File: src/rtl/core/lrb_pkg.sv
// Shared types, constants and helper functions for the line-aware receive ring buffer.
// Used by the channel interfaces, the controller, the datapath and the top level.
// No dependencies.
package lrb_pkg;

  localparam int DEPTH     = 64;
  localparam int CHANNELS  = 2;
  localparam int PTR_W     = $clog2(DEPTH);
  localparam int CH_W      = (CHANNELS > 1) ? $clog2(CHANNELS) : 1;
  localparam int MEM_DEPTH = CHANNELS * DEPTH;
  localparam int ADDR_W    = $clog2(MEM_DEPTH);

  localparam int REQ_W  = 2;
  localparam int BYTE_W = 8;
  localparam int CNT_W  = 7;
  localparam int LEN_W  = 7;
  localparam int LC_W   = 7;
  localparam int STAT_W = 2;

  localparam logic [BYTE_W-1:0] CR_CODE  = 8'h0D;
  localparam logic [BYTE_W-1:0] LF_CODE  = 8'h0A;
  localparam logic [BYTE_W-1:0] NUL_BYTE = 8'h00;
  localparam logic [CNT_W-1:0]  MAX_OUT  = 7'd64;
  localparam logic [LEN_W-1:0]  LINE_CAP = 7'd63;
  localparam logic [LC_W-1:0]   LCNT_MAX = 7'd127;

  // Request codes
  localparam logic [REQ_W-1:0] REQ_PUSH  = 2'd0;
  localparam logic [REQ_W-1:0] REQ_COUNT = 2'd1;
  localparam logic [REQ_W-1:0] REQ_LINE  = 2'd2;

  // Result status codes
  localparam logic [STAT_W-1:0] ST_OK      = 2'd0;
  localparam logic [STAT_W-1:0] ST_NONE    = 2'd1;
  localparam logic [STAT_W-1:0] ST_UNTERM  = 2'd2;
  localparam logic [STAT_W-1:0] ST_OVERFLOW = 2'd3;

  typedef enum logic [2:0] {
    CMD_NONE,
    CMD_PUSH,
    CMD_REPLY,
    CMD_START,
    CMD_COUNT_STEP,
    CMD_LINE_STEP,
    CMD_TERM
  } cmd_op_t;

  typedef struct packed {
    cmd_op_t             op;
    logic [STAT_W-1:0]   status;
  } cmd_t;

  typedef struct packed {
    logic slot_free;
    logic ch_bad;
    logic empty;
    logic lc_zero;
    logic cnt_zero;
    logic at_end;
    logic cnt_done;
    logic is_cr;
  } stat_t;

  function automatic logic [PTR_W-1:0] advance(input logic [PTR_W-1:0] p);
    return (p == PTR_W'(DEPTH - 1)) ? '0 : p + PTR_W'(1);
  endfunction

  function automatic logic [ADDR_W-1:0] mem_addr(input logic [CH_W-1:0] ch,
                                                 input logic [PTR_W-1:0] p);
    return ADDR_W'(ADDR_W'(ch) * ADDR_W'(DEPTH)) + ADDR_W'(p);
  endfunction

endpackage

File: src/rtl/core/lrb_if.sv
// Valid/ready channel interfaces for requests and results.
// Depends on lrb_pkg for field widths.
interface lrb_req_if;
  logic                          valid;
  logic                          ready;
  logic [lrb_pkg::REQ_W-1:0]     req_type;
  logic                          channel;
  logic [lrb_pkg::BYTE_W-1:0]    rx_byte;
  logic [lrb_pkg::CNT_W-1:0]     read_count;

  modport source (output valid, req_type, channel, rx_byte, read_count, input ready);
  modport sink   (input valid, req_type, channel, rx_byte, read_count, output ready);
endinterface

interface lrb_res_if;
  logic                          valid;
  logic                          ready;
  logic [lrb_pkg::BYTE_W-1:0]    out_byte;
  logic                          last;
  logic [lrb_pkg::STAT_W-1:0]    status;
  logic [lrb_pkg::LEN_W-1:0]     length;

  modport source (output valid, out_byte, last, status, length, input ready);
  modport sink   (input valid, out_byte, last, status, length, output ready);
endinterface

File: src/rtl/core/lrb_ctrl.sv
// Request sequencer: decodes accepted requests and walks reads byte by byte.
// Depends on lrb_pkg; drives commands into lrb_dp and reads its status.
module lrb_ctrl (
  input  logic                       clk,
  input  logic                       rst,
  input  logic                       req_valid,
  input  logic [lrb_pkg::REQ_W-1:0]  req_type,
  input  lrb_pkg::stat_t             st,
  output lrb_pkg::cmd_t              cmd,
  output logic                       req_ready
);

  typedef enum logic [1:0] {S_IDLE, S_COUNT, S_LINE, S_TERM} state_t;

  state_t state, state_next;

  always_comb begin
    cmd        = '{op: lrb_pkg::CMD_NONE, status: lrb_pkg::ST_OK};
    state_next = state;
    req_ready  = (state == S_IDLE) && st.slot_free;
    case (state)
      S_IDLE: begin
        if (req_valid && req_ready) begin
          case (req_type)
            lrb_pkg::REQ_PUSH: begin
              if (st.ch_bad) begin
                cmd = '{op: lrb_pkg::CMD_REPLY, status: lrb_pkg::ST_NONE};
              end else begin
                cmd.op = lrb_pkg::CMD_PUSH;
              end
            end
            lrb_pkg::REQ_COUNT: begin
              if (st.ch_bad || st.empty) begin
                cmd = '{op: lrb_pkg::CMD_REPLY, status: lrb_pkg::ST_NONE};
              end else if (st.cnt_zero) begin
                cmd = '{op: lrb_pkg::CMD_REPLY, status: lrb_pkg::ST_OK};
              end else begin
                cmd.op     = lrb_pkg::CMD_START;
                state_next = S_COUNT;
              end
            end
            lrb_pkg::REQ_LINE: begin
              if (st.ch_bad || st.empty || st.lc_zero) begin
                cmd = '{op: lrb_pkg::CMD_REPLY, status: lrb_pkg::ST_NONE};
              end else begin
                cmd.op     = lrb_pkg::CMD_START;
                state_next = S_LINE;
              end
            end
            default: begin
            end
          endcase
        end
      end
      S_COUNT: begin
        if (st.slot_free) begin
          cmd.op = lrb_pkg::CMD_COUNT_STEP;
          if (st.at_end || st.cnt_done) begin
            state_next = S_IDLE;
          end
        end
      end
      S_LINE: begin
        if (st.slot_free) begin
          cmd.op = lrb_pkg::CMD_LINE_STEP;
          if (st.is_cr) begin
            state_next = S_IDLE;
          end else if (st.at_end) begin
            state_next = S_TERM;
          end
        end
      end
      S_TERM: begin
        if (st.slot_free) begin
          cmd = '{op: lrb_pkg::CMD_TERM, status: lrb_pkg::ST_UNTERM};
          state_next = S_IDLE;
        end
      end
      default: begin
        state_next = S_IDLE;
      end
    endcase
  end

  always_ff @(posedge clk) begin
    if (rst) begin
      state <= S_IDLE;
    end else begin
      state <= state_next;
    end
  end

endmodule

File: src/rtl/core/lrb_dp.sv
// Ring storage, per-channel pointers and line counts, read walker and result register.
// Depends on lrb_pkg; commanded by lrb_ctrl.
module lrb_dp (
  input  logic                        clk,
  input  logic                        rst,
  input  lrb_pkg::cmd_t               cmd,
  output lrb_pkg::stat_t              st,
  input  logic                        channel,
  input  logic [lrb_pkg::BYTE_W-1:0]  rx_byte,
  input  logic [lrb_pkg::CNT_W-1:0]   read_count,
  input  logic                        res_ready,
  output logic                        res_valid,
  output logic [lrb_pkg::BYTE_W-1:0]  out_byte,
  output logic                        last,
  output logic [lrb_pkg::STAT_W-1:0]  status,
  output logic [lrb_pkg::LEN_W-1:0]   length
);

  localparam int PW = lrb_pkg::PTR_W;
  localparam int CW = lrb_pkg::CH_W;

  logic [PW-1:0]                  wp [lrb_pkg::CHANNELS];
  logic [PW-1:0]                  rp [lrb_pkg::CHANNELS];
  logic [lrb_pkg::LC_W-1:0]       lc [lrb_pkg::CHANNELS];
  logic [lrb_pkg::BYTE_W-1:0]     mem [lrb_pkg::MEM_DEPTH];
  logic [lrb_pkg::BYTE_W-1:0]     mem_q;

  logic [CW-1:0]                  cur_ch;
  logic [PW-1:0]                  ptr;
  logic [lrb_pkg::LEN_W-1:0]      k;
  logic [lrb_pkg::CNT_W-1:0]      cnt;

  logic [CW-1:0]                  ch_in;
  logic [PW-1:0]                  ptr_n;
  logic [lrb_pkg::LEN_W-1:0]      k_n;
  logic                           full;
  logic                           is_lf;
  logic                           rd_en;
  logic [lrb_pkg::ADDR_W-1:0]     rd_addr;
  logic                           res_load;

  assign ch_in = CW'(channel);
  assign ptr_n = lrb_pkg::advance(ptr);
  assign k_n   = k + lrb_pkg::LEN_W'(1);
  assign full  = (lrb_pkg::advance(wp[ch_in]) == rp[ch_in]);
  assign is_lf = (mem_q == lrb_pkg::LF_CODE);

  always_comb begin
    st.slot_free = !res_valid || res_ready;
    st.ch_bad    = (32'(channel) >= 32'(lrb_pkg::CHANNELS));
    st.empty     = (rp[ch_in] == wp[ch_in]);
    st.lc_zero   = (lc[ch_in] == '0);
    st.cnt_zero  = (read_count == '0);
    st.at_end    = (ptr_n == wp[cur_ch]);
    st.cnt_done  = (k_n == cnt);
    st.is_cr     = (mem_q == lrb_pkg::CR_CODE);
  end

  // Read port: first byte at the channel's read pointer, then one ahead per step
  always_comb begin
    rd_en   = 1'b0;
    rd_addr = lrb_pkg::mem_addr(cur_ch, ptr_n);
    case (cmd.op)
      lrb_pkg::CMD_START: begin
        rd_en   = 1'b1;
        rd_addr = lrb_pkg::mem_addr(ch_in, rp[ch_in]);
      end
      lrb_pkg::CMD_COUNT_STEP,
      lrb_pkg::CMD_LINE_STEP: begin
        rd_en = 1'b1;
      end
      default: begin
      end
    endcase
  end

  always_ff @(posedge clk) begin
    if (cmd.op == lrb_pkg::CMD_PUSH && !full) begin
      mem[lrb_pkg::mem_addr(ch_in, wp[ch_in])] <= rx_byte;
    end
    if (rd_en) begin
      mem_q <= mem[rd_addr];
    end
  end

  // Pointers and line counts
  always_ff @(posedge clk) begin
    if (rst) begin
      for (int c = 0; c < lrb_pkg::CHANNELS; c++) begin
        wp[c] <= '0;
        rp[c] <= '0;
        lc[c] <= '0;
      end
    end else begin
      case (cmd.op)
        lrb_pkg::CMD_PUSH: begin
          if (!full) begin
            wp[ch_in] <= lrb_pkg::advance(wp[ch_in]);
            if (rx_byte == lrb_pkg::CR_CODE && lc[ch_in] < lrb_pkg::LCNT_MAX) begin
              lc[ch_in] <= lc[ch_in] + lrb_pkg::LC_W'(1);
            end
          end
        end
        lrb_pkg::CMD_COUNT_STEP: begin
          if (st.is_cr && lc[cur_ch] != '0) begin
            lc[cur_ch] <= lc[cur_ch] - lrb_pkg::LC_W'(1);
          end
          if (st.at_end || st.cnt_done) begin
            rp[cur_ch] <= ptr_n;
          end
        end
        lrb_pkg::CMD_LINE_STEP: begin
          if (st.is_cr) begin
            rp[cur_ch] <= ptr_n;
            lc[cur_ch] <= lc[cur_ch] - lrb_pkg::LC_W'(1);
          end
        end
        lrb_pkg::CMD_TERM: begin
          rp[cur_ch] <= ptr;
          lc[cur_ch] <= '0;
        end
        default: begin
        end
      endcase
    end
  end

  // Walker registers
  always_ff @(posedge clk) begin
    case (cmd.op)
      lrb_pkg::CMD_START: begin
        cur_ch <= ch_in;
        ptr    <= rp[ch_in];
        k      <= '0;
        cnt    <= (read_count > lrb_pkg::MAX_OUT) ? lrb_pkg::MAX_OUT : read_count;
      end
      lrb_pkg::CMD_COUNT_STEP: begin
        ptr <= ptr_n;
        k   <= k_n;
      end
      lrb_pkg::CMD_LINE_STEP: begin
        ptr <= ptr_n;
        if (!st.is_cr && !is_lf && k < lrb_pkg::LINE_CAP) begin
          k <= k_n;
        end
      end
      default: begin
      end
    endcase
  end

  // Commands that place a transfer in the result register
  always_comb begin
    case (cmd.op)
      lrb_pkg::CMD_PUSH,
      lrb_pkg::CMD_REPLY,
      lrb_pkg::CMD_COUNT_STEP,
      lrb_pkg::CMD_TERM: begin
        res_load = 1'b1;
      end
      lrb_pkg::CMD_LINE_STEP: begin
        res_load = st.is_cr || (!is_lf && k < lrb_pkg::LINE_CAP);
      end
      default: begin
        res_load = 1'b0;
      end
    endcase
  end

  // Result register
  always_ff @(posedge clk) begin
    if (rst) begin
      res_valid <= 1'b0;
    end else begin
      res_valid <= res_load || (res_valid && !res_ready);
      case (cmd.op)
        lrb_pkg::CMD_PUSH: begin
          out_byte  <= lrb_pkg::NUL_BYTE;
          last      <= 1'b1;
          status    <= full ? lrb_pkg::ST_OVERFLOW : lrb_pkg::ST_OK;
          length    <= '0;
        end
        lrb_pkg::CMD_REPLY: begin
          out_byte  <= lrb_pkg::NUL_BYTE;
          last      <= 1'b1;
          status    <= cmd.status;
          length    <= '0;
        end
        lrb_pkg::CMD_COUNT_STEP: begin
          out_byte  <= mem_q;
          last      <= st.at_end || st.cnt_done;
          status    <= lrb_pkg::ST_OK;
          length    <= (st.at_end || st.cnt_done) ? k_n : '0;
        end
        lrb_pkg::CMD_LINE_STEP: begin
          if (st.is_cr) begin
            out_byte  <= lrb_pkg::NUL_BYTE;
            last      <= 1'b1;
            status    <= lrb_pkg::ST_OK;
            length    <= k;
          end else if (!is_lf && k < lrb_pkg::LINE_CAP) begin
            out_byte  <= mem_q;
            last      <= 1'b0;
            status    <= lrb_pkg::ST_OK;
            length    <= '0;
          end
        end
        lrb_pkg::CMD_TERM: begin
          out_byte  <= lrb_pkg::NUL_BYTE;
          last      <= 1'b1;
          status    <= cmd.status;
          length    <= k;
        end
        default: begin
        end
      endcase
    end
  end

endmodule

File: src/rtl/core/line_aware_receive_ring_buffer_core.sv
// Line-aware receive ring buffer, top level: sequencer plus ring datapath.
// Depends on lrb_pkg, lrb_req_if/lrb_res_if, lrb_ctrl and lrb_dp.
//
// Usage:
//   req is a valid/ready request channel: push a received byte, read up to
//   read_count bytes, or read one CR-terminated line, on one of the channels.
//   res is a valid/ready result channel; every request but an unknown code
//   gives one or more results, and the final one carries last, status, length.
//   A push transfer gives its result in the next cycle, and pushes can follow
//   back to back at one per cycle while res keeps up.
//   A read first fetches the byte at the read pointer; a count read then gives
//   one result per cycle while res keeps up; a line read walks one byte per step,
//   skipped LF bytes included, then one more step for a flushed-line terminator.
//   The request channel is held off until a read has finished walking; the
//   single-port ring read (one byte per cycle while res keeps up) sets the read rate.
//   Each channel ring holds DEPTH-1 bytes; a push into a full ring is dropped
//   with overflow status.
//   Reset (rst, synchronous) empties all rings and clears the line counts;
//   no clearing pass is needed. When res stalls, the result register holds,
//   the read walker stops and no new request is taken.
module line_aware_receive_ring_buffer_core (
  input logic         clk,
  input logic         rst,
  lrb_req_if.sink     req,
  lrb_res_if.source   res
);

  lrb_pkg::cmd_t  cmd;
  lrb_pkg::stat_t st;

  // Decode requests and pace the read walk
  lrb_ctrl u_ctrl (
    .clk       (clk),
    .rst       (rst),
    .req_valid (req.valid),
    .req_type  (req.req_type),
    .st        (st),
    .cmd       (cmd),
    .req_ready (req.ready)
  );

  // Ring storage, pointers, line counts and result register
  lrb_dp u_dp (
    .clk        (clk),
    .rst        (rst),
    .cmd        (cmd),
    .st         (st),
    .channel    (req.channel),
    .rx_byte    (req.rx_byte),
    .read_count (req.read_count),
    .res_ready  (res.ready),
    .res_valid  (res.valid),
    .out_byte   (res.out_byte),
    .last       (res.last),
    .status     (res.status),
    .length     (res.length)
  );

`ifndef SYNTH
  // Never take a request while an untaken result would be overwritten
  a_no_overrun: assert property (@(posedge clk) disable iff (rst)
    req.ready |-> (!res.valid || res.ready))
    else $error("request taken while result register busy");

  // A push transfer always produces its result on the next cycle
  a_push_result: assert property (@(posedge clk) disable iff (rst)
    (req.valid && req.ready && req.req_type == lrb_pkg::REQ_PUSH) |=> (res.valid && res.last))
    else $error("push transfer without result");

  // Intermediate results carry ok status and zero length
  a_mid_fields: assert property (@(posedge clk) disable iff (rst)
    (res.valid && !res.last) |-> (res.status == lrb_pkg::ST_OK && res.length == '0))
    else $error("non-final result with status or length");
`endif

endmodule
File: src/flat_wrapper.sv
// flat-port wrapper written by rule: the top's interface ports become plain ports
module line_aware_receive_ring_buffer_core_flat 
  (clk, rst, req_valid, req_req_type, req_channel, req_rx_byte, req_read_count, req_ready, res_valid, res_out_byte, res_last, res_status, res_length, res_ready);
  lrb_req_if req_i ();
  lrb_res_if res_i ();
  input logic clk;
  input logic rst;
  input wire logic [$bits(req_i.valid)-1:0] req_valid;
  input wire logic [$bits(req_i.req_type)-1:0] req_req_type;
  input wire logic [$bits(req_i.channel)-1:0] req_channel;
  input wire logic [$bits(req_i.rx_byte)-1:0] req_rx_byte;
  input wire logic [$bits(req_i.read_count)-1:0] req_read_count;
  output wire logic [$bits(req_i.ready)-1:0] req_ready;
  output wire logic [$bits(res_i.valid)-1:0] res_valid;
  output wire logic [$bits(res_i.out_byte)-1:0] res_out_byte;
  output wire logic [$bits(res_i.last)-1:0] res_last;
  output wire logic [$bits(res_i.status)-1:0] res_status;
  output wire logic [$bits(res_i.length)-1:0] res_length;
  input wire logic [$bits(res_i.ready)-1:0] res_ready;
  assign req_i.valid = req_valid;
  assign req_i.req_type = req_req_type;
  assign req_i.channel = req_channel;
  assign req_i.rx_byte = req_rx_byte;
  assign req_i.read_count = req_read_count;
  assign req_ready = req_i.ready;
  assign res_valid = res_i.valid;
  assign res_out_byte = res_i.out_byte;
  assign res_last = res_i.last;
  assign res_status = res_i.status;
  assign res_length = res_i.length;
  assign res_i.ready = res_ready;
  line_aware_receive_ring_buffer_core u_core (.clk(clk), .rst(rst), .req(req_i), .res(res_i));
endmodule
File: config.mk
export PLATFORM = sky130hd
export DESIGN_NAME = line_aware_receive_ring_buffer_core_flat
export DESIGN_NICKNAME = d
export VERILOG_FILES = /design/src/rtl/core/lrb_pkg.sv /design/src/rtl/core/lrb_if.sv /design/src/rtl/core/lrb_ctrl.sv /design/src/rtl/core/lrb_dp.sv /design/src/rtl/core/line_aware_receive_ring_buffer_core.sv /design/src/flat_wrapper.sv
export SDC_FILE = /design/constraint.sdc
export NUM_CORES = 1
export LEC_CHECK = 0
export ABC_CLOCK_PERIOD_IN_PS = 6390
export BUFFER_PORTS_ARGS = -buffer_cell sky130_fd_sc_hd__buf_4
export CAP_MARGIN = 10
export CORE_AREA = 4 4 295 297
export CTS_BUF_LIST = sky130_fd_sc_hd__clkbuf_8 sky130_fd_sc_hd__clkbuf_16
export DETAILED_ROUTE_END_ITERATION = 16
export DIE_AREA = 0 0 299 301
export GPL_TIMING_DRIVEN = 0
export PLACE_DENSITY = 0.7
export REMOVE_ABC_BUFFERS = 1
export SKIP_CTS_REPAIR_TIMING = 1
export SYNTH_ARGS = -nofsm -noshare
export SYNTH_HDL_FRONTEND = slang
export SYNTH_HIERARCHICAL = 1
export SYNTH_SLANG_ARGS = --single-unit
File: constraint.sdc
create_clock -name clk -period 6.39 [get_ports clk]
set_clock_uncertainty 0.05 [all_clocks]
set_input_delay 0.639 -clock clk [delete_from_list [all_inputs] [get_ports clk]]
set_output_delay 0.639 -clock clk [all_outputs]
set_load 0.02 [all_outputs]
==> results.toml <==
[placed_design]
hpwl_mm = 70.6
port_buffers = 41
place_area_um2 = 48000
routabilityCongestion = 0.842
dp_slack_ps = -2280

[global_routing]
grt_max_degree = 130
antenna_found_initial = 2
grtUsageTotal_pct = 25.3
grt_pass1_vias = 26600
grt-ovfl-total = 0
grt_pass1_wl_mm = 170

[worst_setup_path]
path_class = "reg -> reg"
timing.rr.start = "u_core/u_dp/wp[1][3]"
timing.critical_path.to = "u_core/u_dp/mem_q[1]"
start_kind = "flop"
path_max_fanout = 24
cp.required_ps = 6710
reg2reg_slack_ps = 130
cp.arrival_ps = 6580
reg2regPathDepth = 20
critical_path.endpoint_type = "flop"
r2r-end = "u_core/u_dp/mem_q[1]"
setup.worst_path.start = "u_core/u_dp/wp[1][3]"

[timing]
worst_pin_slew_ps = 1250
final_max_slew_viol_count = 0
tns_ps = 0
max_freq_ghz = 0.160
maxSlewHeadroom_pct = 15.7
finalCriticalPeriod_ps = 6260
finalSetupViolCount = 0
hold_violations = 0
rsz0062_at_grt = "yes"
layout_setup_ws_ps = 132
fin_crit_sh_pct = 97.9

[logic_synthesis]
synth_seq_area_share_pct = 72.3
synth_top_family_by_area = "multiplexers"
ys.flop_type = "edfxtp_1"
postSynth.asyncResetShare_pct = 0
synth_edf_count = 1109
synth.avg_cell_area_um2 = 15.5
synthTopCellsByArea = "edfxtp_1, mux2i_1, mux4_2, nand2_1, nor2_1"
synth_compound_area_share_pct = 5.23
synth_xor_area_share_pct = 1.06
synth.most_common_cell = "edfxtp_1"
synth-simple-area-share_pct = 9.11
synth_adder_area_share_pct = 0.406
synth_seq_cells = 1113
yosys-top-cells-count = "edfxtp_1, nand2_1, nor2_1"
synth_mux_area_share_pct = 9.70
yosys_warnings = 6
yosysTopAreaCell = "edfxtp_1"
syn_inst = 2971
synth_area_um2 = 46200
ys_types = 86
synth_top_area_share_pct = 72.1

[power]
p_leak_nw = 17.3
ir_drop_mv = 0.211
powerDensity_nw_per_um2 = 322
power_mw = 16.8

[clocking]
numClockSinks = 1113
clk_path_buf_depth = 3
clock_latency_ps = 680
h-tree-depth = 3
cts.clk_slew.worst_paths_ps = 60
cts_buffers = 108
cts_tree = "yes"
cts_root_buf = "clkbuf_16"

[outcome]
status = "finished clean"

[route]
drc_errors = 0
firstDrtPassIters = 6
antenna_left = 0
wl_per_cell_um = 27.5
routed_wl_mm = 117
drt_iter0_markers = 3032
viasPerCell = 6.42
num_vias = 27400

[layout]
design_area_um2 = 52000
finalNetCount = 3062
drive_gt1_share_pct = 14.0
syn2layout_area_growth_pct = 12.6

[die]
core-area_um2 = 84600
die_area_um2 = 90000
start_util_pct = 54.6
boundaryPins = 42
die_y_um = 301
num_rows = 107
fp.dieW_um = 299

[hold_path]
worstHoldPathCells = 1
hp-class = "in -> reg"

[flow_run]
maxCapViolCount = 0
## area by class of cell
type,count,area (um^2)
flip-flops and latches,1113,33400
clock inverters,91,681
clock buffers,110,2750
multi-input cells,1677,12100
well taps,1144,1430
diodes,2,5.00
fillers,6106,32600
inverters,17,68.8
repair buffers,108,1580
## where the power goes
part	internal (mW)	switching (mW)	total [mW]
registers	8.11	0.0454	8.15
logic	0.890	1.60	2.49
clock network	3.48	2.63	6.11
total	12.5	4.28	16.8
## cells by family after synthesis
logic type | Yosys count
flip-flops | 1113
AND/OR/NAND/NOR | 939
AO/OA/AOI/OAI | 335
multiplexers | 333
buffers and inverters | 184
XOR/XNOR | 51
adder cells (fa/ha/maj) | 15
other | 1
## state kept, by name (all words and copies together), names as in the netlist, named ones only
signal / cells
u_core/u_dp/out_byte: 8
u_core/u_ctrl/state: 2
u_core/u_dp/last: 1
u_core/u_dp/res_valid: 1
u_core/u_dp/length: 7
u_core/u_dp/wp: 12
u_core/u_dp/ptr: 6
u_core/u_dp/mem_q: 8
u_core/u_dp/mem: 1024
u_core/u_dp/k: 7
u_core/u_dp/lc: 14
u_core/u_dp/rp: 12
u_core/u_dp/cnt: 7
u_core/u_dp/status: 2
u_core/u_dp/cur_ch: 1
## critical path: stages, from the launching register on
cell	delay [ps]
edfxtp_1	450
and2_1	280
nor2_1	280
xnor2_1	170
nand4_1	120
nor3_2	420
a21oi_1	70
o211ai_1	180
o21ai_0	180
clkbuf_4	230
nand3b_4	280
inv_6	210
a211oi_4	350
nor2_4	100
buf_16	190
buf_12	180
mux4_2	460
a2111oi_1	780
a211oi_1	240
nor4_2	580
a31oi_1	120
## per-stage QoR
step	std cells	utilization (%)	hold WS, ps
2_1_floorplan	2804	-	474
3_3_place_gp	3989	55.5	500
3_5_place_dp	4030	56.8	498
4_1_cts	4231	60.8	128
5_1_grt	4260	61.4	154
6_report	4262	61.4	172
## worst min path at each step
stage / from / slack, ps / endpoint
detailed placement: u_core/u_dp/mem_q[5] / 500 / u_core/u_dp/out_byte[5]
finish: req_read_count[6] / 170 / u_core/u_dp/cnt[6]
global route: req_read_count[6] / 150 / u_core/u_dp/cnt[6]
floorplan: u_core/u_dp/mem_q[3] / 470 / u_core/u_dp/out_byte[3]
global placement: u_core/u_dp/mem_q[5] / 500 / u_core/u_dp/out_byte[5]
CTS: req_read_count[6] / 130 / u_core/u_dp/cnt[6]
## layout by cell type, fill, tap and decap left out, types with 7 or more instances in the layout
master,instances
clkinv_2,28
a21oi_1,73
a211oi_1,14
nor3_2,7
a211o_1,12
and2_1,16
bufinv_16,9
o221ai_1,16
o21ai_0,28
a32oi_1,33
mux2_2,14
xnor2_1,26
mux4_2,84
nor2b_1,17
a221oi_1,9
mux2i_1,222
buf_16,24
buf_4,54
and3_1,12
clkbuf_16,112
nand3_1,138
o22ai_1,23
clkinv_1,25
nand4_1,37
inv_1,34
nand2_1,392
ha_1,15
a31oi_1,34
or3_1,11
nand3_2,7
xor2_1,22
nor2_1,223
nand2b_1,11
buf_12,18
nor4_1,7
edfxtp_1,1109
nor3_1,21
a22oi_1,8
## metal layers
layer	track usage (%)	part of all wire [%]	up-vias
met5	0	0	-
met3	5.28	11	319
met4	10.4	4.3	0
li1	-	-	11700
met2	41.3	48	1580
met1	33.6	37	13800
(Power assumes the default switching activity.)
